<file path="src/rtl/dotl_pkg.sv">
package dotl_pkg;

  // Data widths of the item fields.
  localparam int unsigned TARGET_W = 15;
  localparam int unsigned MEAS_W   = 16;
  localparam int unsigned SP_W     = 16;
  localparam int unsigned CODE_W   = 12;
  localparam int unsigned TOL_W    = 10;

  // Wide enough for measured minus target and for the moved setpoint.
  localparam int unsigned DIFF_W = 18;

  // Configuration port.
  localparam int unsigned APB_DATA_W = 32;
  localparam int unsigned APB_ADDR_W = 2;
  localparam logic [APB_ADDR_W-1:0] ADDR_TOLERANCE = 2'd0;

  localparam logic [TOL_W-1:0] TOLERANCE_RESET = 10'd5;

  // Default number of trim attempts.
  localparam int unsigned MAX_TRIES = 50;

  // Request codes.
  localparam logic REQ_START   = 1'b0;
  localparam logic REQ_MEASURE = 1'b1;

  // Limits of the trim loop, in mV.
  localparam logic signed [DIFF_W-1:0] WINDOW_MV     = 18'sd200;
  localparam logic [TARGET_W-1:0]      MIN_TARGET_MV = 15'd50;

  // code = floor(s * 2048 / 9405) is taken as (s * CODE_MUL) >> CODE_SHIFT.
  // CODE_MUL is 2^39 / 9405 rounded up; the error stays below one part in
  // 9405 over the whole 15-bit setpoint range, so the quotient is exact.
  localparam int unsigned CODE_MUL_W = 26;
  localparam logic [CODE_MUL_W-1:0] CODE_MUL = 26'd58453569;
  localparam int unsigned CODE_SHIFT = 28;
  localparam logic [CODE_W-1:0] CODE_MAX = 12'd4095;

endpackage

</file>
<file path="src/rtl/dac_output_trim_loop.sv">
// Channel   Direction  Handshake               Payload
// input     in         in_valid_i/in_ready_o   req_type_i, target_mv_i, measured_mv_i
// result    out        out_valid_o/out_ready_i dac_code_o, done_res_o, fail_o
// config    in         APB psel/penable/pready tolerance_mv at byte address 0
//
// One item is taken per clock cycle unless a stalled result has filled the
// stages; each result passes through the three register stages (input,
// trim state, code) before it is offered.
// Reset clears the trim state, the stage valid flags and sets the tolerance
// to 5 mV; no clearing pass is needed.
// A stalled result only holds the stages behind it that are full, so empty
// stages keep taking items until the pipeline is full.

module dac_output_trim_loop #(
  parameter int unsigned MaxTries = dotl_pkg::MAX_TRIES
) (
  input  logic                                   clk_i,
  input  logic                                   rst_ni,

  input  logic                                   in_valid_i,
  output logic                                   in_ready_o,
  input  logic                                   req_type_i,
  input  logic        [dotl_pkg::TARGET_W-1:0]   target_mv_i,
  input  logic signed [dotl_pkg::MEAS_W-1:0]     measured_mv_i,

  output logic                                   out_valid_o,
  input  logic                                   out_ready_i,
  output logic        [dotl_pkg::CODE_W-1:0]     dac_code_o,
  output logic                                   done_res_o,
  output logic                                   fail_o,

  input  logic                                   psel,
  input  logic                                   penable,
  input  logic                                   pwrite,
  input  logic        [dotl_pkg::APB_ADDR_W-1:0] paddr,
  input  logic        [dotl_pkg::APB_DATA_W-1:0] pwdata,
  output logic        [dotl_pkg::APB_DATA_W-1:0] prdata,
  output logic                                   pready
);

  localparam int unsigned TriesW = $clog2(MaxTries + 1);
  localparam logic [TriesW-1:0] TriesInit = TriesW'(MaxTries);

  // Phase of the trim run.
  localparam logic [1:0] PH_IDLE  = 2'd0;
  localparam logic [1:0] PH_FIRST = 2'd1;
  localparam logic [1:0] PH_TRIM  = 2'd2;

  localparam int unsigned DW = dotl_pkg::DIFF_W;
  localparam int unsigned SW = dotl_pkg::SP_W;

  // ---------------------------------------------------------------------------
  // Configuration register. Writes complete in the access phase; pready is
  // tied high, so no transfer is extended by wait states.
  // ---------------------------------------------------------------------------
  logic [dotl_pkg::TOL_W-1:0] tol_q;

  assign pready = 1'b1;

  always_ff @(posedge clk_i or negedge rst_ni) begin
    if (!rst_ni) begin
      tol_q <= dotl_pkg::TOLERANCE_RESET;
    end else if (psel && penable && pwrite && (paddr == dotl_pkg::ADDR_TOLERANCE)) begin
      tol_q <= pwdata[dotl_pkg::TOL_W-1:0];
    end
  end

  always_comb begin
    unique case (paddr)
      dotl_pkg::ADDR_TOLERANCE: prdata = dotl_pkg::APB_DATA_W'(tol_q);
      default:                  prdata = '0;
    endcase
  end

  // ---------------------------------------------------------------------------
  // Stage handshake. A stage moves on when it is empty or the stage after it
  // moves on, so bubbles close up behind a stalled result.
  // ---------------------------------------------------------------------------
  logic s0_valid_q, s1_valid_q, s2_valid_q;
  logic s0_ready, s1_ready, s2_ready;

  assign s2_ready   = !s2_valid_q || out_ready_i;
  assign s1_ready   = !s1_valid_q || s2_ready;
  assign s0_ready   = !s0_valid_q || s1_ready;
  assign in_ready_o = s0_ready;

  always_ff @(posedge clk_i or negedge rst_ni) begin
    if (!rst_ni) begin
      s0_valid_q <= 1'b0;
      s1_valid_q <= 1'b0;
      s2_valid_q <= 1'b0;
    end else begin
      if (s0_ready) begin
        s0_valid_q <= in_valid_i;
      end
      if (s1_ready) begin
        s1_valid_q <= s0_valid_q;
      end
      if (s2_ready) begin
        s2_valid_q <= s1_valid_q;
      end
    end
  end

  // ---------------------------------------------------------------------------
  // Stage 0: input register.
  // ---------------------------------------------------------------------------
  logic                                 s0_req_q;
  logic        [dotl_pkg::TARGET_W-1:0] s0_tgt_q;
  logic signed [dotl_pkg::MEAS_W-1:0]   s0_meas_q;

  always_ff @(posedge clk_i) begin
    if (s0_ready && in_valid_i) begin
      s0_req_q  <= req_type_i;
      s0_tgt_q  <= target_mv_i;
      s0_meas_q <= measured_mv_i;
    end
  end

  // ---------------------------------------------------------------------------
  // Stage 1: trim state update. The run state changes only when an item
  // leaves stage 0, so each item sees the state left by the one before it.
  // ---------------------------------------------------------------------------
  logic        [1:0]                    phase_q, phase_d;
  logic signed [SW-1:0]                 sp_q, sp_d;
  logic        [dotl_pkg::TARGET_W-1:0] tgt_hold_q, tgt_hold_d;
  logic        [TriesW-1:0]             tries_q, tries_d;
  logic                                 done_d, fail_d;
  logic                                 step_en;

  logic signed [DW-1:0] diff;       // measured minus target
  logic signed [DW-1:0] tol_s;
  logic signed [DW-1:0] sp_moved;
  logic signed [SW-1:0] sp_sat;
  logic                 in_window;
  logic                 in_tol;

  assign step_en = s0_valid_q && s1_ready;

  assign diff  = DW'(s0_meas_q) - $signed({{(DW - dotl_pkg::TARGET_W){1'b0}}, tgt_hold_q});
  assign tol_s = $signed({{(DW - dotl_pkg::TOL_W){1'b0}}, tol_q});

  assign in_window = (diff > -dotl_pkg::WINDOW_MV) && (diff < dotl_pkg::WINDOW_MV);
  assign in_tol    = (diff > -tol_s) && (diff < tol_s);

  // New setpoint is the old one less the error, clamped to 16-bit signed.
  assign sp_moved = DW'(sp_q) - diff;

  always_comb begin
    if (sp_moved > $signed(DW'({1'b0, {(SW - 1){1'b1}}}))) begin
      sp_sat = {1'b0, {(SW - 1){1'b1}}};
    end else if (sp_moved < -DW'($signed({1'b0, 1'b1, {(SW - 1){1'b0}}}))) begin
      sp_sat = {1'b1, {(SW - 1){1'b0}}};
    end else begin
      sp_sat = sp_moved[SW-1:0];
    end
  end

  always_comb begin
    phase_d    = phase_q;
    sp_d       = sp_q;
    tgt_hold_d = tgt_hold_q;
    tries_d    = tries_q;
    done_d     = 1'b0;
    fail_d     = 1'b0;

    if (s0_req_q == dotl_pkg::REQ_START) begin
      // A start abandons any run in progress.
      tgt_hold_d = s0_tgt_q;
      sp_d       = $signed({1'b0, s0_tgt_q});
      phase_d    = PH_FIRST;
    end else begin
      unique case (phase_q)
        PH_FIRST: begin
          if (tgt_hold_q < dotl_pkg::MIN_TARGET_MV) begin
            done_d = 1'b1;
          end else if (!in_window) begin
            done_d = 1'b1;
            fail_d = 1'b1;
          end else begin
            tries_d = TriesInit;
            sp_d    = sp_sat;
            phase_d = PH_TRIM;
          end
        end
        PH_TRIM: begin
          if (in_tol) begin
            done_d = 1'b1;
          end else begin
            tries_d = tries_q - TriesW'(1);
            if (tries_q == TriesW'(1)) begin
              // Last attempt used up: the setpoint stays where it is.
              done_d = 1'b1;
              fail_d = 1'b1;
            end else begin
              sp_d = sp_sat;
            end
          end
        end
        default: begin
          // Idle: a measurement is answered with the current code only.
        end
      endcase
    end

    if (done_d) begin
      phase_d = PH_IDLE;
    end
  end

  always_ff @(posedge clk_i or negedge rst_ni) begin
    if (!rst_ni) begin
      phase_q    <= PH_IDLE;
      sp_q       <= '0;
      tgt_hold_q <= '0;
      tries_q    <= '0;
    end else if (step_en) begin
      phase_q    <= phase_d;
      sp_q       <= sp_d;
      tgt_hold_q <= tgt_hold_d;
      tries_q    <= tries_d;
    end
  end

  logic signed [SW-1:0] s1_sp_q;
  logic                 s1_done_q, s1_fail_q;

  always_ff @(posedge clk_i) begin
    if (step_en) begin
      s1_sp_q   <= sp_d;
      s1_done_q <= done_d;
      s1_fail_q <= fail_d;
    end
  end

  // ---------------------------------------------------------------------------
  // Stage 2: DAC code of the setpoint, held in the result register.
  // ---------------------------------------------------------------------------
  logic [dotl_pkg::CODE_W-1:0] code;
  logic [dotl_pkg::CODE_W-1:0] s2_code_q;
  logic                        s2_done_q, s2_fail_q;

  dotl_code u_code (
    .setpoint_i (s1_sp_q),
    .code_o     (code)
  );

  always_ff @(posedge clk_i) begin
    if (s2_ready && s1_valid_q) begin
      s2_code_q <= code;
      s2_done_q <= s1_done_q;
      s2_fail_q <= s1_fail_q;
    end
  end

  assign out_valid_o = s2_valid_q;
  assign dac_code_o  = s2_code_q;
  assign done_res_o  = s2_done_q;
  assign fail_o      = s2_fail_q;

endmodule

</file>
<file path="src/rtl/dotl_code.sv">
module dotl_code (
  input  logic signed [dotl_pkg::SP_W-1:0]   setpoint_i,
  output logic        [dotl_pkg::CODE_W-1:0] code_o
);

  localparam int unsigned MagW  = dotl_pkg::SP_W - 1;
  localparam int unsigned ProdW = MagW + dotl_pkg::CODE_MUL_W;
  localparam int unsigned QuotW = ProdW - dotl_pkg::CODE_SHIFT;

  logic [MagW-1:0]  mag;
  logic [ProdW-1:0] prod;
  logic [QuotW-1:0] quot;

  assign mag  = setpoint_i[MagW-1:0];
  assign prod = ProdW'(mag) * ProdW'(dotl_pkg::CODE_MUL);
  assign quot = prod[ProdW-1:dotl_pkg::CODE_SHIFT];

  // Zero and negative setpoints give code zero; the top of the range saturates.
  always_comb begin
    if (setpoint_i[dotl_pkg::SP_W-1] || (mag == '0)) begin
      code_o = '0;
    end else if (quot > QuotW'(dotl_pkg::CODE_MAX)) begin
      code_o = dotl_pkg::CODE_MAX;
    end else begin
      code_o = quot[dotl_pkg::CODE_W-1:0];
    end
  end

endmodule

</file>
<file path="config.mk">
export PLATFORM = sky130hd
export DESIGN_NAME = dac_output_trim_loop
export DESIGN_NICKNAME = d
export VERILOG_FILES = /design/src/rtl/dotl_pkg.sv /design/src/rtl/dac_output_trim_loop.sv /design/src/rtl/dotl_code.sv
export SDC_FILE = /design/constraint.sdc
export NUM_CORES = 1
export LEC_CHECK = 0
export BUFFER_PORTS_ARGS = -buffer_cell sky130_fd_sc_hd__buf_2
export CAP_MARGIN = 0
export CORE_MARGIN = 4
export CORE_UTILIZATION = 49
export DETAILED_ROUTE_END_ITERATION = 16
export PLACE_DENSITY = 0.68
export SETUP_SLACK_MARGIN = 0.05
export SYNTH_ARGS = -nofsm -noshare
export SYNTH_HDL_FRONTEND = slang
export SYNTH_SLANG_ARGS = --single-unit
</file>
<file path="constraint.sdc">
create_clock -name clk_i -period 18.8 [get_ports clk_i]
set_input_delay 4.7 -clock clk_i [delete_from_list [all_inputs] [get_ports clk_i]]
set_output_delay 4.7 -clock clk_i [all_outputs]
set_load 0.02 [all_outputs]
</file>
# == Yosys cells after proc, flatten, opt, wreduce, memory -nomap -nowiden ==
# Cells that the tools add are included.
# totals
register_bits,116
input_bits,73
output_inout_bits,49
elab_cells,89
# op_classes
addsub,4
mul,1
n_lt_le_gt_ge,8
eq_ne,9
mux,28
bitwise_logic,1
reduce_logical,21
# op_table
operator,count
$mux W16,7
$mul A15 B26 Y41 const B,1
$pmux W16 S2,1
$gt A17 B18 Y1,1
$gt A18 B16 Y1 const B,1
$lt A18 B16 Y1 const B,1
$mux W6,3
$neg A10 Y18,1
$sub A16 B17 Y18,1
$gt A17 B9 Y1 const B,1
$lt A17 B11 Y1,1
$lt A17 B9 Y1 const B,1
$sub A16 B16 Y17,1
$logic_not A15 Y1,1
$lt A15 B6 Y1 const B,1
$gt A13 B12 Y1 const B,1
$mux W12,1
$pmux W6 S2,1
$mux W10,1
$mux W2,5
$logic_and A1 B1 Y1,8
$mux W1,7
$eq A6 B1 Y1 const B,1
$ne A2 B2 Y1 const B,3
14 further kinds,21

# == Logic depth before layout (Yosys ltp) ==
# depth
ltp_word,9
depth_mapped,24
mapped_depth_nobuf,23

# == Modules after synthesis ==
# A second synthesis with hierarchy kept.
# hier_totals
hier_cells,1388
area_unflattened_um2,13576.8
# modules_own_cells
module,n_inst,cells_per_inst,area_each_um2,seq_area_each_um2
dac_output_trim_loop,1,783,7662.3,3225.6
dotl_code,1,605,5914.4,0.0

# == Worst setup path before layout ==
# No wires, ideal clock.
# synth_timing
path_kind,input -> output
start,input port paddr[1] (netlist bit)
end,output port prdata[0] (netlist bit)
arrival_ps,5390
required_ps,14100
slack_ps,8710
path_stages,2
path_buffers,1
cell_sequence,clkbuf_1 nor3_1
# synth_via
elab_chain_cells,2
# synth_lines
element,line,source
"start, declared",dac_output_trim_loop.sv:35,"input logic [dotl_pkg::APB_ADDR_W-1:0] paddr,"
$logic_not A2 Y1,dac_output_trim_loop.sv:69,unique case (paddr)
$mux W10,dac_output_trim_loop.sv:69,
"end, declared",dac_output_trim_loop.sv:37,"output logic [dotl_pkg::APB_DATA_W-1:0] prdata,"
# Every way passes these cells.

# == Final worst setup path ==
# layout_timing
start,input port paddr[1] (netlist bit)
end,output port prdata[7] (netlist bit)
# Same word-level chain as after synthesis.

==> results.txt <==
- Status: finished, final reports clean
* Number of synthesized register bits: ~120
- STA puts the critical path data arrival time at around 5.3 ns.
* Overall via count from detail_route: roughly 9800
- Crit. End Element: output pin
- CTS clock-pin slew for the worst setup and hold paths: 0.06 ns
* Number of diodes: 0
- Per-instance average area after synthesis: 9.89 sq um
- After detailed placement, the total cell area comes to about 0.014 sq mm.
- The die is ~170 um tall.
- Pin placement for this block handled 122 I/O pins.
- For this block, the initial DRC count from the detailed router was between 400 and 500.
- Fill cells in the final layout number 2402.
* Via-per-instance ratio: 5.47
- Initial Util: 0.499
- Input and output buffers added on the ports amount to 76.
* Most common cell after layout, fill and taps aside: sky130_fd_sc_hd__inv_1
- Counting tap cells, the placed design contains a total of 1758 instances.
* Max Root-Sink Buffers: 2
- Across the run, the number of max-cap violations was 0.
- Among all flip-flop cells after synthesis, the most frequent one is sky130_fd_sc_hd__edfxtp_1.
- After the last flow step, the layout net total stands at 1828.
- Number of global-route vias before repair: 9966
- In this run, synthesis inferred 64 flip-flops with an integrated enable.
- Once detailed placement completed, the half-perimeter wirelength came to 25.4 mm.
- Pin count of the biggest net entering global routing: 53
- Routability congestion estimate: approximately 0.9
* Clock latency of the later-clocked register in the worst-skew pair: 0.43 ns
- The cell area that synthesis handed to floorplanning was 0.0134 sq mm.
* Final critical-path required period: 10.01 ns
* Std-Cell Rows: 60
- The initial antenna violation count was 0.
* Most frequent cells in the layout: 266 x sky130_fd_sc_hd__inv_1, 188 x sky130_fd_sc_hd__ha_1, 131 x sky130_fd_sc_hd__fa_1
* Final count of hold timing violations: 0
- Final slew viol count: 0
- In this run the post-CTS setup repair buffer count came out at 0.
- The worst setup path is of the primary input to output pin kind.
* Standard cell core area: 0.0270 sq mm
- In the routed design, unresolved DRC markers number 0.
- Post-synthesis sequential area ratio: 0.240
* Setup-failing EPs final: 0
- Netlist cell types: 88
- Detail-routed net length per standard cell: 17.3 um
- Layout overhead on the synthesized area: 9.21%
- Across every metal layer, demand over resource in global routing totals 0.206.
- Setup repair after global routing left no endpoint under its margin.
- For this run, asynchronously set or reset flops after synthesis account for 0.448.
- Number of standard cells after synthesis: 1359
- Cell at the root of the clock tree: sky130_fd_sc_hd__clkbuf_16
- For this run the aggregate overflow at the end of global routing stands at 0.
* Crit path launch type: primary input
- In this run the remaining antenna-violating nets after routing total 0.
* H-tree levels: 4
* Cell area after layout: between 0.01 and 0.015 sq mm
- TritonCTS created 17 clock buffers.
- Die width: 174 um
* Achievable clock frequency: 99.9 MHz
- Headroom to the max-slew limit came out at 0.374.
- Yosys printed 0 warnings.
* Area enclosed by the die boundary: 0.0302 sq mm
* Final Routed Wirelength: 30.9 mm
- Maximum fanout along the worst path: 11
- Fin cells: 1790
- For this design, the CTS-stage hold fixing added 0 buffers.
- Layout cell share with drive strength beyond 1: 0.119
- Post-CTS repair changed the size of 0 cells.
- Worst min-delay path class: register to register
* Global-route wire length before repair: 50.1 mm
- For the pin with the worst max-slew slack, the measured transition is 0.932 ns.
- Between clock sinks in the finished design, the worst skew comes to 0.0224 ns.
- Detailed-router iteration count before antenna repair: 5
- Required time of the critical path: 14.10 ns
* Post-route fraction of the period consumed by the critical path: 0.533
- In the final timing run, aggregate negative setup slack is 0 ns.
- Sinks on Clock Net: about 120
- TritonCTS built the clock tree.
[flip-flops by register name, indices dropped and copies added (netlist names)]
name and count:
s1_done_q 1, fail_o 1, dac_code_o 12, tgt_hold_q 15
done_res_o 1, sp_q 16, s0_tgt_q 15, s1_fail_q 1
s0_meas_q 16, s1_sp_q 16, tol_q 10, s0_valid_q 1
out_valid_o 1, s1_valid_q 1, s0_req_q 1, tries_q 6
phase_q 2
[path summary, 6_finish.rpt]
path,from,endpoint,slack [ns],cells past startpoint
setup / recovery,paddr[1],prdata[7],8.79,3
hold / removal,s1_done_q,done_res_o,0.43,0
setup reg to reg,s1_sp_q[3],dac_code_o[8],11.81,19
hold reg to reg,s1_done_q,done_res_o,0.43,0
max in group asynchronous,rst_ni,sp_q[10],13.88,2
min in group asynchronous,rst_ni,tol_q[6],4.39,2
[cells in the mapped netlist (all sizes together) (12+ instances only)]
cell type / n / area share
fa: 131 / 0.20
nand3: 15 / 0.0056
nor4: 14 / 0.0065
a21o: 28 / 0.016
o21a: 24 / 0.014
nand2: 68 / 0.019
a21oi: 62 / 0.023
mux2: 18 / 0.015
buf: 32 / 0.017
a221o: 12 / 0.0089
ha: 188 / 0.17
nor3: 28 / 0.011
o21ai: 54 / 0.021
dfrtp: 50 / 0.093
inv: 269 / 0.075
xnor2: 30 / 0.020
edfxtp: 64 / 0.14
nor2: 63 / 0.018
clkbuf: 14 / 0.0039
nand2b: 16 / 0.0074
[layout make-up]
| class | instances | area, sq um | share of cell area |
|---|---|---|---|
| Clock inverter | 15 | 156 | 0.0107 |
| Inverter | 270 | 1010 | 0.0690 |
| Clock buffer | 17 | 425 | 0.0290 |
| Multi-Input combinational cell | 948 | 9000 | 0.613 |
| Sequential cell | 116 | 3230 | 0.220 |
| Tap cell | 341 | 427 | 0.0291 |
| Timing Repair Buffer | 83 | 433 | 0.0295 |
[critical path, stage by stage]
cell	delay (ns)
sky130_fd_sc_hd__buf_2	0.16
sky130_fd_sc_hd__nor3_1	0.24
sky130_fd_sc_hd__buf_2	0.21
[through the flow]
| step | hold WS [ns] | utilization | setup WS (ns) |
|---|---|---|---|
| 3_5_place_dp | 0.417 | 0.523 | 8.79 |
| 3_3_place_gp | 0.407 | 0.523 | 8.79 |
| 5_1_grt | 0.437 | 0.545 | 8.74 |
| 4_1_cts | 0.431 | 0.545 | 8.79 |
| 2_1_floorplan | 0.400 | - | 8.71 |
| 6_report | 0.425 | 0.545 | 8.79 |
[per-layer routing]
metal | share of wire | global-route usage | vias to the layer above
li1 | - | - | 4756
met5 | 0 | 0 | -
met4 | 0.032 | 0.0762 | 0
met3 | 0.043 | 0.0257 | 62
met2 | 0.50 | 0.361 | 237
met1 | 0.42 | 0.262 | 4743
[logic make-up (layout without fill, tap and decap cells)]
kind of cell / after synthesis / after routing / synth area share
AO/OA/AOI/OAI: 275 / 275 / 0.148
XOR/XNOR: 41 / 41 / 0.0267
adder cells (fa/ha/maj): 320 / 320 / 0.371
buffers and inverters: 316 / 385 / 0.0963
flip-flops: 116 / 116 / 0.240
multiplexers: 18 / 18 / 0.0151
other: 2 / 23 / 0.000559
AND/OR/NAND/NOR: 271 / 271 / 0.103
Power is not shown: default switching activity piles up to over one toggle a cycle in this logic, so the estimate is an artifact.
